<file path="config.mk">
export PLATFORM = sky130hd
export DESIGN_NAME = finger_presence_detector_top
export DESIGN_NICKNAME = d
export VERILOG_FILES = /design/src/rtl/fpd_pkg.sv /design/src/rtl/fpd_win_mem.sv /design/src/rtl/fpd_div.sv /design/src/rtl/finger_presence_detector_top.sv
export VERILOG_INCLUDE_DIRS = /design/src /design/src/rtl
export SDC_FILE = /design/constraint.sdc
export NUM_CORES = 2
export LEC_CHECK = 0
export ABC_CLOCK_PERIOD_IN_PS = 9000
export BUFFER_PORTS_ARGS = -buffer_cell sky130_fd_sc_hd__buf_4
export CELL_PAD_IN_SITES_DETAIL_PLACEMENT = 1
export CELL_PAD_IN_SITES_GLOBAL_PLACEMENT = 2
export CORE_UTILIZATION = 54
export DETAILED_ROUTE_END_ITERATION = 12
export MAX_ROUTING_LAYER = met4
export PLACE_DENSITY_LB_ADDON = 0.05
export SETUP_SLACK_MARGIN = 0.2
export SKIP_CTS_REPAIR_TIMING = 1
export SYNTH_ARGS = -nofsm -noshare
export SYNTH_HDL_FRONTEND = slang
export SYNTH_SLANG_ARGS = --single-unit
</file>
<file path="constraint.sdc">
create_clock -name clk -period 9 [get_ports clk]
set_input_delay 1.8 -clock clk [delete_from_list [all_inputs] [get_ports clk]]
set_output_delay 1.8 -clock clk [all_outputs]
set_load 0.05 [all_outputs]
</file>
<file path="src/rtl/finger_presence_detector_top_assert.svh">
// ----------------------------------------------------------------------------
// finger_presence_detector_top assertion macros
// clocked assertions with async reset disable, compiled out with NO_ASSERTIONS
// ----------------------------------------------------------------------------
`ifndef FINGER_PRESENCE_DETECTOR_TOP_ASSERT_SVH
`define FINGER_PRESENCE_DETECTOR_TOP_ASSERT_SVH

`ifndef NO_ASSERTIONS
`define FPD_ASSERT(lbl, prop, msg) \
	lbl: assert property (@(posedge clk) disable iff (!arst_n) (prop)) else $error(msg);
`define FPD_ASSERT_IMP(lbl, ante, cons, msg) \
	lbl: assert property (@(posedge clk) disable iff (!arst_n) (ante) |-> (cons)) \
		else $error(msg);
`else
`define FPD_ASSERT(lbl, prop, msg)
`define FPD_ASSERT_IMP(lbl, ante, cons, msg)
`endif

`endif

</file>
<file path="src/rtl/fpd_pkg.sv">
// ----------------------------------------------------------------------------
// fpd_pkg
// shared widths, register codes, reset values and beat types
// ----------------------------------------------------------------------------
package fpd_pkg;

	localparam int IR_W        = 18;
	localparam int STB_W       = 4;
	localparam int BATCH_W     = 8;
	localparam int CFG_IDX_W   = 2;
	localparam int CFG_DATA_W  = 18;
	localparam int WINDOW_DEPTH_DEF = 100;
	localparam int MIN_SAMPLES = 10;

	localparam logic [IR_W-1:0]    LEVEL_RST  = IR_W'(15000);
	localparam logic [IR_W-1:0]    SWING_RST  = IR_W'(800);
	localparam logic [STB_W-1:0]   STABLE_RST = STB_W'(2);
	localparam logic [BATCH_W-1:0] BATCH_RST  = BATCH_W'(20);
	localparam logic [IR_W-1:0]    IR_MAX     = '1;

	typedef enum logic [CFG_IDX_W-1:0] {
		CFG_LEVEL  = 2'd0,
		CFG_SWING  = 2'd1,
		CFG_STABLE = 2'd2,
		CFG_BATCH  = 2'd3
	} cfg_reg_t;

	typedef enum logic {
		ACT_SAMPLE  = 1'b0,
		ACT_RESTART = 1'b1
	} action_t;

	typedef struct packed {
		action_t         action;
		logic [IR_W-1:0] ir_sample;
	} fpd_in_t;

	typedef struct packed {
		logic            finger_now;
		logic            finger_stable;
		logic            compute_ready;
		logic [IR_W-1:0] ir_mean;
		logic [IR_W-1:0] ir_swing;
	} fpd_out_t;

	typedef struct packed {
		logic busy;
		logic done;
	} div_stat_t;

endpackage

</file>
<file path="src/rtl/fpd_win_mem.sv">
// ----------------------------------------------------------------------------
// fpd_win_mem
// sample window storage, one write port and one registered read port
// ----------------------------------------------------------------------------
module fpd_win_mem #(
	parameter int DEPTH = fpd_pkg::WINDOW_DEPTH_DEF,
	parameter int PTR_W = $clog2(DEPTH)
) (
	input  logic                    clk,
	input  logic                    wr_en,
	input  logic [PTR_W-1:0]        wr_addr,
	input  logic [fpd_pkg::IR_W-1:0] wr_data,
	input  logic                    rd_en,
	input  logic [PTR_W-1:0]        rd_addr,
	output logic [fpd_pkg::IR_W-1:0] rd_data
);
	import fpd_pkg::*;

	logic [IR_W-1:0] mem_q [DEPTH];
	logic [IR_W-1:0] rd_data_q;

	always_ff @(posedge clk) begin
		if (wr_en) begin
			mem_q[wr_addr] <= wr_data;
		end
	end

	always_ff @(posedge clk) begin
		if (rd_en) begin
			rd_data_q <= mem_q[rd_addr];
		end
	end

	assign rd_data = rd_data_q;

endmodule

</file>
<file path="src/rtl/fpd_div.sv">
// ----------------------------------------------------------------------------
// fpd_div
// restoring divider, one quotient bit per cycle
// ----------------------------------------------------------------------------
module fpd_div #(
	parameter int NUM_W = 25,
	parameter int DEN_W = 7
) (
	input  logic                clk,
	input  logic                arst_n,
	input  logic                start,
	input  logic [NUM_W-1:0]    dividend,
	input  logic [DEN_W-1:0]    divisor,
	output logic [NUM_W-1:0]    quotient,
	output fpd_pkg::div_stat_t  stat
);
	import fpd_pkg::*;

	localparam int STEP_W = $clog2(NUM_W + 1);

	logic [DEN_W-1:0]  rem_q;
	logic [DEN_W-1:0]  dvs_q;
	logic [NUM_W-1:0]  quo_q;
	logic [STEP_W-1:0] step_q;
	logic              busy_q;
	logic              done_q;
	logic [DEN_W:0]    rem_sh;
	logic [DEN_W:0]    diff;

	assign rem_sh = {rem_q, quo_q[NUM_W-1]};
	assign diff   = rem_sh - {1'b0, dvs_q};

	always_ff @(posedge clk or negedge arst_n) begin
		if (!arst_n) begin
			busy_q <= 1'b0;
			done_q <= 1'b0;
			step_q <= '0;
		end else begin
			done_q <= 1'b0;
			if (start) begin
				busy_q <= 1'b1;
				step_q <= STEP_W'(NUM_W);
			end else if (busy_q) begin
				step_q <= step_q - 1'b1;
				if (step_q == STEP_W'(1)) begin
					busy_q <= 1'b0;
					done_q <= 1'b1;
				end
			end
		end
	end

	always_ff @(posedge clk) begin
		if (start) begin
			rem_q <= '0;
			dvs_q <= divisor;
			quo_q <= dividend;
		end else if (busy_q) begin
			if (!diff[DEN_W]) begin
				rem_q <= diff[DEN_W-1:0];
			end else begin
				rem_q <= rem_sh[DEN_W-1:0];
			end
			quo_q <= {quo_q[NUM_W-2:0], ~diff[DEN_W]};
		end
	end

	assign quotient  = quo_q;
	assign stat.busy = busy_q;
	assign stat.done = done_q;

endmodule

</file>
<file path="src/rtl/finger_presence_detector_top.sv">
// A sample beat that closes a batch starts an evaluation: the block walks the
// samples held (n, up to WINDOW_DEPTH) through the single read port of the window
// memory, one per cycle, and divides the sum by n with a one-bit-per-cycle divider;
// no new beat is taken until the evaluation is done. With fewer than ten samples
// held the scan and the divide are skipped. A restart beat starts no evaluation. No
// clearing pass after reset. A result waits in an output register while new beats
// come in; an evaluation that finds that register still full holds in its last state
// until the waiting result is taken.
// ----------------------------------------------------------------------------
// finger_presence_detector_top
// infrared window statistics and finger presence / stability evaluation
// ----------------------------------------------------------------------------
`include "finger_presence_detector_top_assert.svh"

module finger_presence_detector_top #(
	parameter int WINDOW_DEPTH = fpd_pkg::WINDOW_DEPTH_DEF
) (
	input  logic                           clk,
	input  logic                           arst_n,
	input  logic                           in_valid,
	output logic                           in_ready,
	input  fpd_pkg::fpd_in_t               in_data,
	output logic                           out_valid,
	input  logic                           out_ready,
	output fpd_pkg::fpd_out_t              out_data,
	input  logic                           cfg_valid,
	output logic                           cfg_ready,
	input  fpd_pkg::cfg_reg_t              cfg_index,
	input  logic [fpd_pkg::CFG_DATA_W-1:0] cfg_data
);
	import fpd_pkg::*;

	localparam int PTR_W = $clog2(WINDOW_DEPTH);
	localparam int CNT_W = $clog2(WINDOW_DEPTH + 1);
	localparam int SUM_W = IR_W + CNT_W;

	typedef enum logic [2:0] {
		ST_IDLE,
		ST_EVAL,
		ST_SCAN,
		ST_DIV,
		ST_FIN
	} state_t;

	state_t             state_q;
	logic [IR_W-1:0]    level_q;
	logic [IR_W-1:0]    swing_thr_q;
	logic [STB_W-1:0]   need_q;
	logic [BATCH_W-1:0] batch_q;
	logic [PTR_W-1:0]   wp_q;
	logic [CNT_W-1:0]   held_q;
	logic [BATCH_W-1:0] bpos_q;
	logic [STB_W-1:0]   stb_cnt_q;
	logic [PTR_W-1:0]   addr_q;
	logic [CNT_W-1:0]   left_q;
	logic               rd_vld_s1;
	logic [SUM_W-1:0]   sum_q;
	logic [IR_W-1:0]    max_q;
	logic [IR_W-1:0]    min_q;
	logic [IR_W-1:0]    mean_q;
	logic [IR_W-1:0]    swing_q;
	logic               div_start_q;
	logic               out_valid_q;
	fpd_out_t           out_q;

	logic               in_acc;
	logic               smp_acc;
	logic               rd_en;
	logic [IR_W-1:0]    rd_data;
	logic [SUM_W-1:0]   quotient;
	div_stat_t          div_stat;
	logic               now;
	logic [STB_W-1:0]   cnt_new;
	logic               stable;
	logic               out_free;

	assign in_ready  = (state_q == ST_IDLE);
	assign in_acc    = in_valid && in_ready;
	assign smp_acc   = in_acc && (in_data.action == ACT_SAMPLE);
	assign cfg_ready = 1'b1;
	assign rd_en     = (state_q == ST_SCAN) && (left_q != '0);
	assign out_free  = !out_valid_q || out_ready;

	assign now     = (mean_q > level_q) && (swing_q > swing_thr_q);
	assign cnt_new = !now ? '0 : (stb_cnt_q < need_q) ? stb_cnt_q + 1'b1 : stb_cnt_q;
	assign stable  = cnt_new >= need_q;

	fpd_win_mem #(
		.DEPTH (WINDOW_DEPTH),
		.PTR_W (PTR_W)
	) u_mem (
		.clk     (clk),
		.wr_en   (smp_acc),
		.wr_addr (wp_q),
		.wr_data (in_data.ir_sample),
		.rd_en   (rd_en),
		.rd_addr (addr_q),
		.rd_data (rd_data)
	);

	fpd_div #(
		.NUM_W (SUM_W),
		.DEN_W (CNT_W)
	) u_div (
		.clk      (clk),
		.arst_n   (arst_n),
		.start    (div_start_q),
		.dividend (sum_q),
		.divisor  (held_q),
		.quotient (quotient),
		.stat     (div_stat)
	);

	// config registers
	always_ff @(posedge clk or negedge arst_n) begin
		if (!arst_n) begin
			level_q     <= LEVEL_RST;
			swing_thr_q <= SWING_RST;
			need_q      <= STABLE_RST;
			batch_q     <= BATCH_RST;
		end else if (cfg_valid && cfg_ready) begin
			case (cfg_index)
				CFG_LEVEL:  level_q     <= cfg_data[IR_W-1:0];
				CFG_SWING:  swing_thr_q <= cfg_data[IR_W-1:0];
				CFG_STABLE: need_q      <= cfg_data[STB_W-1:0];
				CFG_BATCH:  batch_q     <= cfg_data[BATCH_W-1:0];
				default: ;
			endcase
		end
	end

	// datapath accumulators, no reset
	always_ff @(posedge clk) begin
		case (state_q)
			ST_EVAL: begin
				sum_q   <= '0;
				max_q   <= '0;
				min_q   <= IR_MAX;
				mean_q  <= '0;
				swing_q <= '0;
			end
			ST_SCAN: begin
				if (rd_vld_s1) begin
					sum_q <= sum_q + SUM_W'(rd_data);
					if (rd_data > max_q) max_q <= rd_data;
					if (rd_data < min_q) min_q <= rd_data;
				end else if (left_q == '0) begin
					swing_q <= max_q - min_q;
				end
			end
			ST_DIV: begin
				if (div_stat.done) mean_q <= quotient[IR_W-1:0];
			end
			default: ;
		endcase
	end

	// control state and registered outputs
	always_ff @(posedge clk or negedge arst_n) begin
		if (!arst_n) begin
			state_q     <= ST_IDLE;
			wp_q        <= '0;
			held_q      <= '0;
			bpos_q      <= '0;
			stb_cnt_q   <= '0;
			addr_q      <= '0;
			left_q      <= '0;
			rd_vld_s1   <= 1'b0;
			div_start_q <= 1'b0;
			out_valid_q <= 1'b0;
			out_q       <= '0;
		end else begin
			div_start_q <= 1'b0;
			rd_vld_s1   <= rd_en;
			if (out_valid_q && out_ready) out_valid_q <= 1'b0;
			case (state_q)
				ST_IDLE: begin
					if (in_acc && in_data.action == ACT_RESTART) begin
						wp_q      <= '0;
						held_q    <= '0;
						bpos_q    <= '0;
						stb_cnt_q <= '0;
					end else if (smp_acc) begin
						wp_q <= (wp_q == PTR_W'(WINDOW_DEPTH - 1)) ? '0 : wp_q + 1'b1;
						if (held_q != CNT_W'(WINDOW_DEPTH)) held_q <= held_q + 1'b1;
						if (({1'b0, bpos_q} + 1'b1) < {1'b0, batch_q}) begin
							bpos_q <= bpos_q + 1'b1;
						end else begin
							bpos_q  <= '0;
							state_q <= ST_EVAL;
						end
					end
				end
				ST_EVAL: begin
					if (held_q >= CNT_W'(MIN_SAMPLES)) begin
						addr_q  <= (held_q == CNT_W'(WINDOW_DEPTH)) ? wp_q : '0;
						left_q  <= held_q;
						state_q <= ST_SCAN;
					end else begin
						state_q <= ST_FIN;
					end
				end
				ST_SCAN: begin
					if (rd_en) begin
						addr_q <= (addr_q == PTR_W'(WINDOW_DEPTH - 1)) ? '0 : addr_q + 1'b1;
						left_q <= left_q - 1'b1;
					end else if (!rd_vld_s1) begin
						div_start_q <= 1'b1;
						state_q     <= ST_DIV;
					end
				end
				ST_DIV: begin
					if (div_stat.done) state_q <= ST_FIN;
				end
				ST_FIN: begin
					if (out_free) begin
						stb_cnt_q           <= cnt_new;
						out_q.finger_now    <= now;
						out_q.finger_stable <= stable;
						out_q.compute_ready <= stable && (held_q == CNT_W'(WINDOW_DEPTH));
						out_q.ir_mean       <= mean_q;
						out_q.ir_swing      <= swing_q;
						out_valid_q         <= 1'b1;
						state_q             <= ST_IDLE;
					end
				end
				default: state_q <= ST_IDLE;
			endcase
		end
	end

	assign out_valid = out_valid_q;
	assign out_data  = out_q;

	`FPD_ASSERT(a_held_bound, held_q <= CNT_W'(WINDOW_DEPTH), "samples held beyond depth")
	`FPD_ASSERT_IMP(a_fill_ptr, held_q < CNT_W'(WINDOW_DEPTH), CNT_W'(wp_q) == held_q, "wp off count")
	`FPD_ASSERT_IMP(a_rd_scan, rd_vld_s1, state_q == ST_SCAN, "window read data outside scan")
	`FPD_ASSERT_IMP(a_div_done, div_stat.done, state_q == ST_DIV, "divider done outside divide")
	`FPD_ASSERT_IMP(a_fin_load, state_q == ST_FIN && out_free, ##1 out_valid, "result not loaded")

endmodule

</file>
==> run metrics <==
Worst Path Arrival=5110 ps; GRT overflow=0; area of the mapped netlist=0.0846 mm^2; number of warnings issued by yosys=0; total clock buffers created by CTS=208; synthesized instance count=4314; endpoints failing setup=0; final RePlAce weighted congestion=0.866; leading post-synthesis cells by instance count=sky130_fd_sc_hd__edfxtp_1, sky130_fd_sc_hd__mux4_2, sky130_fd_sc_hd__nor2_1, sky130_fd_sc_hd__ha_1, sky130_fd_sc_hd__nand2_1; max frequency=0.220 GHz; Post-synth EDFFs=1947; # nets final=4670; Starting Density=54.7%; pre-CTS setup slack=3670 ps; Synth-to-Final Area Change=11.6%; post-route fraction of the period consumed by the critical path=50.5%; Mapped Nets=4499; fin. max-slew vios=0; element type at the critical path end=flop; CTS tree=done; power density relative to cell area=206 mW/mm^2; most instantiated flip-flop cell in the synthesis netlist=sky130_fd_sc_hd__edfxtp_1; detailed-router iteration count before antenna repair=6; cell row count=144; insertion delay to the later sink of the worst-skew pair=880 ps; Placed Cells incl. Taps=6319; initial antenna violation count=13; area fraction of the dominant cell type after synthesis=69.1%; area of all placed cells without fillers=0.0944 mm^2; clock transition at the registers of the reported paths=60 ps; fillcell total=12.9k; post-place instance area=0.0878 mm^2; post-synthesis cell type count=73; critical path peak fanout=45; setup repair after global routing missed its margin=no; max capacitance violation total=0; critical path launch point=addr_q[0]; Fin Setup TNS=0 ps; Remaining DRCs=0; Final HPWL DP=141000 um; type of the worst setup path=reg2reg; run status=completed; htree depth=4; share of layout cells above drive strength 1=25.4%; leakage power=30.0 nW; Post-DRT Antenna Nets=0; die span in x=398 um; number of vias after detailed routing=43.1k; final core utilization=61.0%; measured slew at the worst slew-check pin=1280 ps; minimum clock period after layout=4550 ps; worst-case hold slack=492 ps; non-filler instance count after layout=6702; number of DRC violations after detailed-routing iteration 0=4671; Hold Path Class=reg2reg; Max transition margin=14.3%; number of global-route vias before repair=43.8k; synth top area cells=sky130_fd_sc_hd__edfxtp_1, sky130_fd_sc_hd__mux4_2, sky130_fd_sc_hd__dfrtp_1; clock root buffer master=sky130_fd_sc_hd__clkbuf_16; share of synthesized registers carrying an async set or reset=6.69%; leading cell type by number of instances after synthesis=sky130_fd_sc_hd__edfxtp_1; chip height=398 um; drt via density=6.43; Final Hold Violating Endpoints=0; hold path startpoint=out_data[36]; startpoint of the most critical register-to-register path=addr_q[0]; core area=0.155 mm^2; average wire per standard cell=33.5 um; routed wire length=224000 um; Worst setup SP type=flop; clock sink total=2094; die footprint=0.158 mm^2; worst path required time=9570 ps; port bufs=84; sequential-to-total area share from yosys stat=73.4%; biggest area consumer among synthesized cells=sky130_fd_sc_hd__edfxtp_1; first-pass GRT wire length=320000 um; setup ws final=4450 ps; CTS max path bufs=3; Worst IR Drop VDD=0.194 mV; worst-case clock skew=62.3 ps; maximum number of pins on one net before global-route repair=137; I/O pin count=86; mean post-synth cell area=19.6 um^2; power consumption=19.5 mW; Seq cells post-synth=2094; total track usage=29.6%
[sequential cells by signal, indices dropped and copies added (netlist names), 25 cells and up]
name and flops:
u_mem.mem_q 1800, out_data 39, u_div.quotient 25, sum_q 25
[placed cells by master (no fill, tap or decap), types with 26 or more instances in the layout]
cell,count
sky130_fd_sc_hd__o21ai_0,105
sky130_fd_sc_hd__mux4_2,507
sky130_fd_sc_hd__clkbuf_16,208
sky130_fd_sc_hd__a21oi_1,103
sky130_fd_sc_hd__ha_1,138
sky130_fd_sc_hd__mux2_2,91
sky130_fd_sc_hd__and3_1,48
sky130_fd_sc_hd__a21o_1,40
sky130_fd_sc_hd__buf_4,156
sky130_fd_sc_hd__a211oi_1,26
sky130_fd_sc_hd__clkbuf_1,51
sky130_fd_sc_hd__inv_1,119
sky130_fd_sc_hd__nor2_2,89
sky130_fd_sc_hd__mux2i_1,64
sky130_fd_sc_hd__xor2_1,28
sky130_fd_sc_hd__nor2_1,117
sky130_fd_sc_hd__dfrtp_1,121
sky130_fd_sc_hd__nand2_1,126
sky130_fd_sc_hd__nand4_1,31
sky130_fd_sc_hd__clkinv_2,36
sky130_fd_sc_hd__nand2b_1,38
sky130_fd_sc_hd__nand3_1,44
sky130_fd_sc_hd__clkinv_1,43
sky130_fd_sc_hd__edfxtp_1,1947
[worst max-delay path, cell delays in order (launching register included)]
cell                        delay, ps
sky130_fd_sc_hd__dfrtp_4         1090
sky130_fd_sc_hd__buf_4            580
sky130_fd_sc_hd__buf_4            620
sky130_fd_sc_hd__mux4_2           620
sky130_fd_sc_hd__a22o_1           250
sky130_fd_sc_hd__a221oi_1         220
sky130_fd_sc_hd__o22ai_1          220
sky130_fd_sc_hd__a2111oi_0        490
sky130_fd_sc_hd__a31oi_1           70
[report_power, final]
group	internal (mW)	switching, mW	leakage (nW)	total, mW
sequential	10.7	0.0188	19.1	10.7
clock	4.64	3.77	3.20	8.41
combinational	0.0949	0.275	7.66	0.370
[logic make-up (layout without fill, tap and decap cells)]
group / after synthesis / count (layout) / share of synthesized area [%]
AND/OR/NAND/NOR: 602 / 602 / 3.41
AO/OA/AOI/OAI: 446 / 446 / 3.40
adder cells (fa/ha/maj): 141 / 141 / 2.11
flip-flops: 2094 / 2094 / 73.4
multiplexers: 662 / 662 / 15.5
other: 1 / 6 / 0.00443
XOR/XNOR: 46 / 46 / 0.476
buffers and inverters: 322 / 661 / 1.72
[layout make-up]
class                      instances  area, um^2  area share (%)
clock buffer                     263        5450            5.77
multi-input combinational       1898       21300            22.6
tap                             2044        2560            2.71
inverter                         119         447           0.473
timing repair buffer             164        1320            1.40
clock inverter                   115        1160            1.23
sequential                      2094       62100            65.8
antenna                            5        12.5          0.0133
[worst paths after layout]
kind                       slack, ps          endpoint  depth (start not counted)
max                             4450  u_mem.rd_data[1]                          8
max in group asynchronous       6710       out_data[8]                          2
min reg2reg                      490      out_data[36]                          2
max reg2reg                     4450  u_mem.rd_data[1]                          8
min                              490      out_data[36]                          2
min in group asynchronous        940      out_data[38]                          1
[per-layer routing]
metal	track usage, %	wire, um	share of wire, %	up-vias
met5	-	0	0	-
met4	8.13	5920	2.6	0
met3	3.56	14200	6.3	302
met2	46.6	111000	49	1725
met1	41.3	93500	42	23200
li1	-	-	-	17900
No activity file was read; power rests on OpenSTA's default activity.
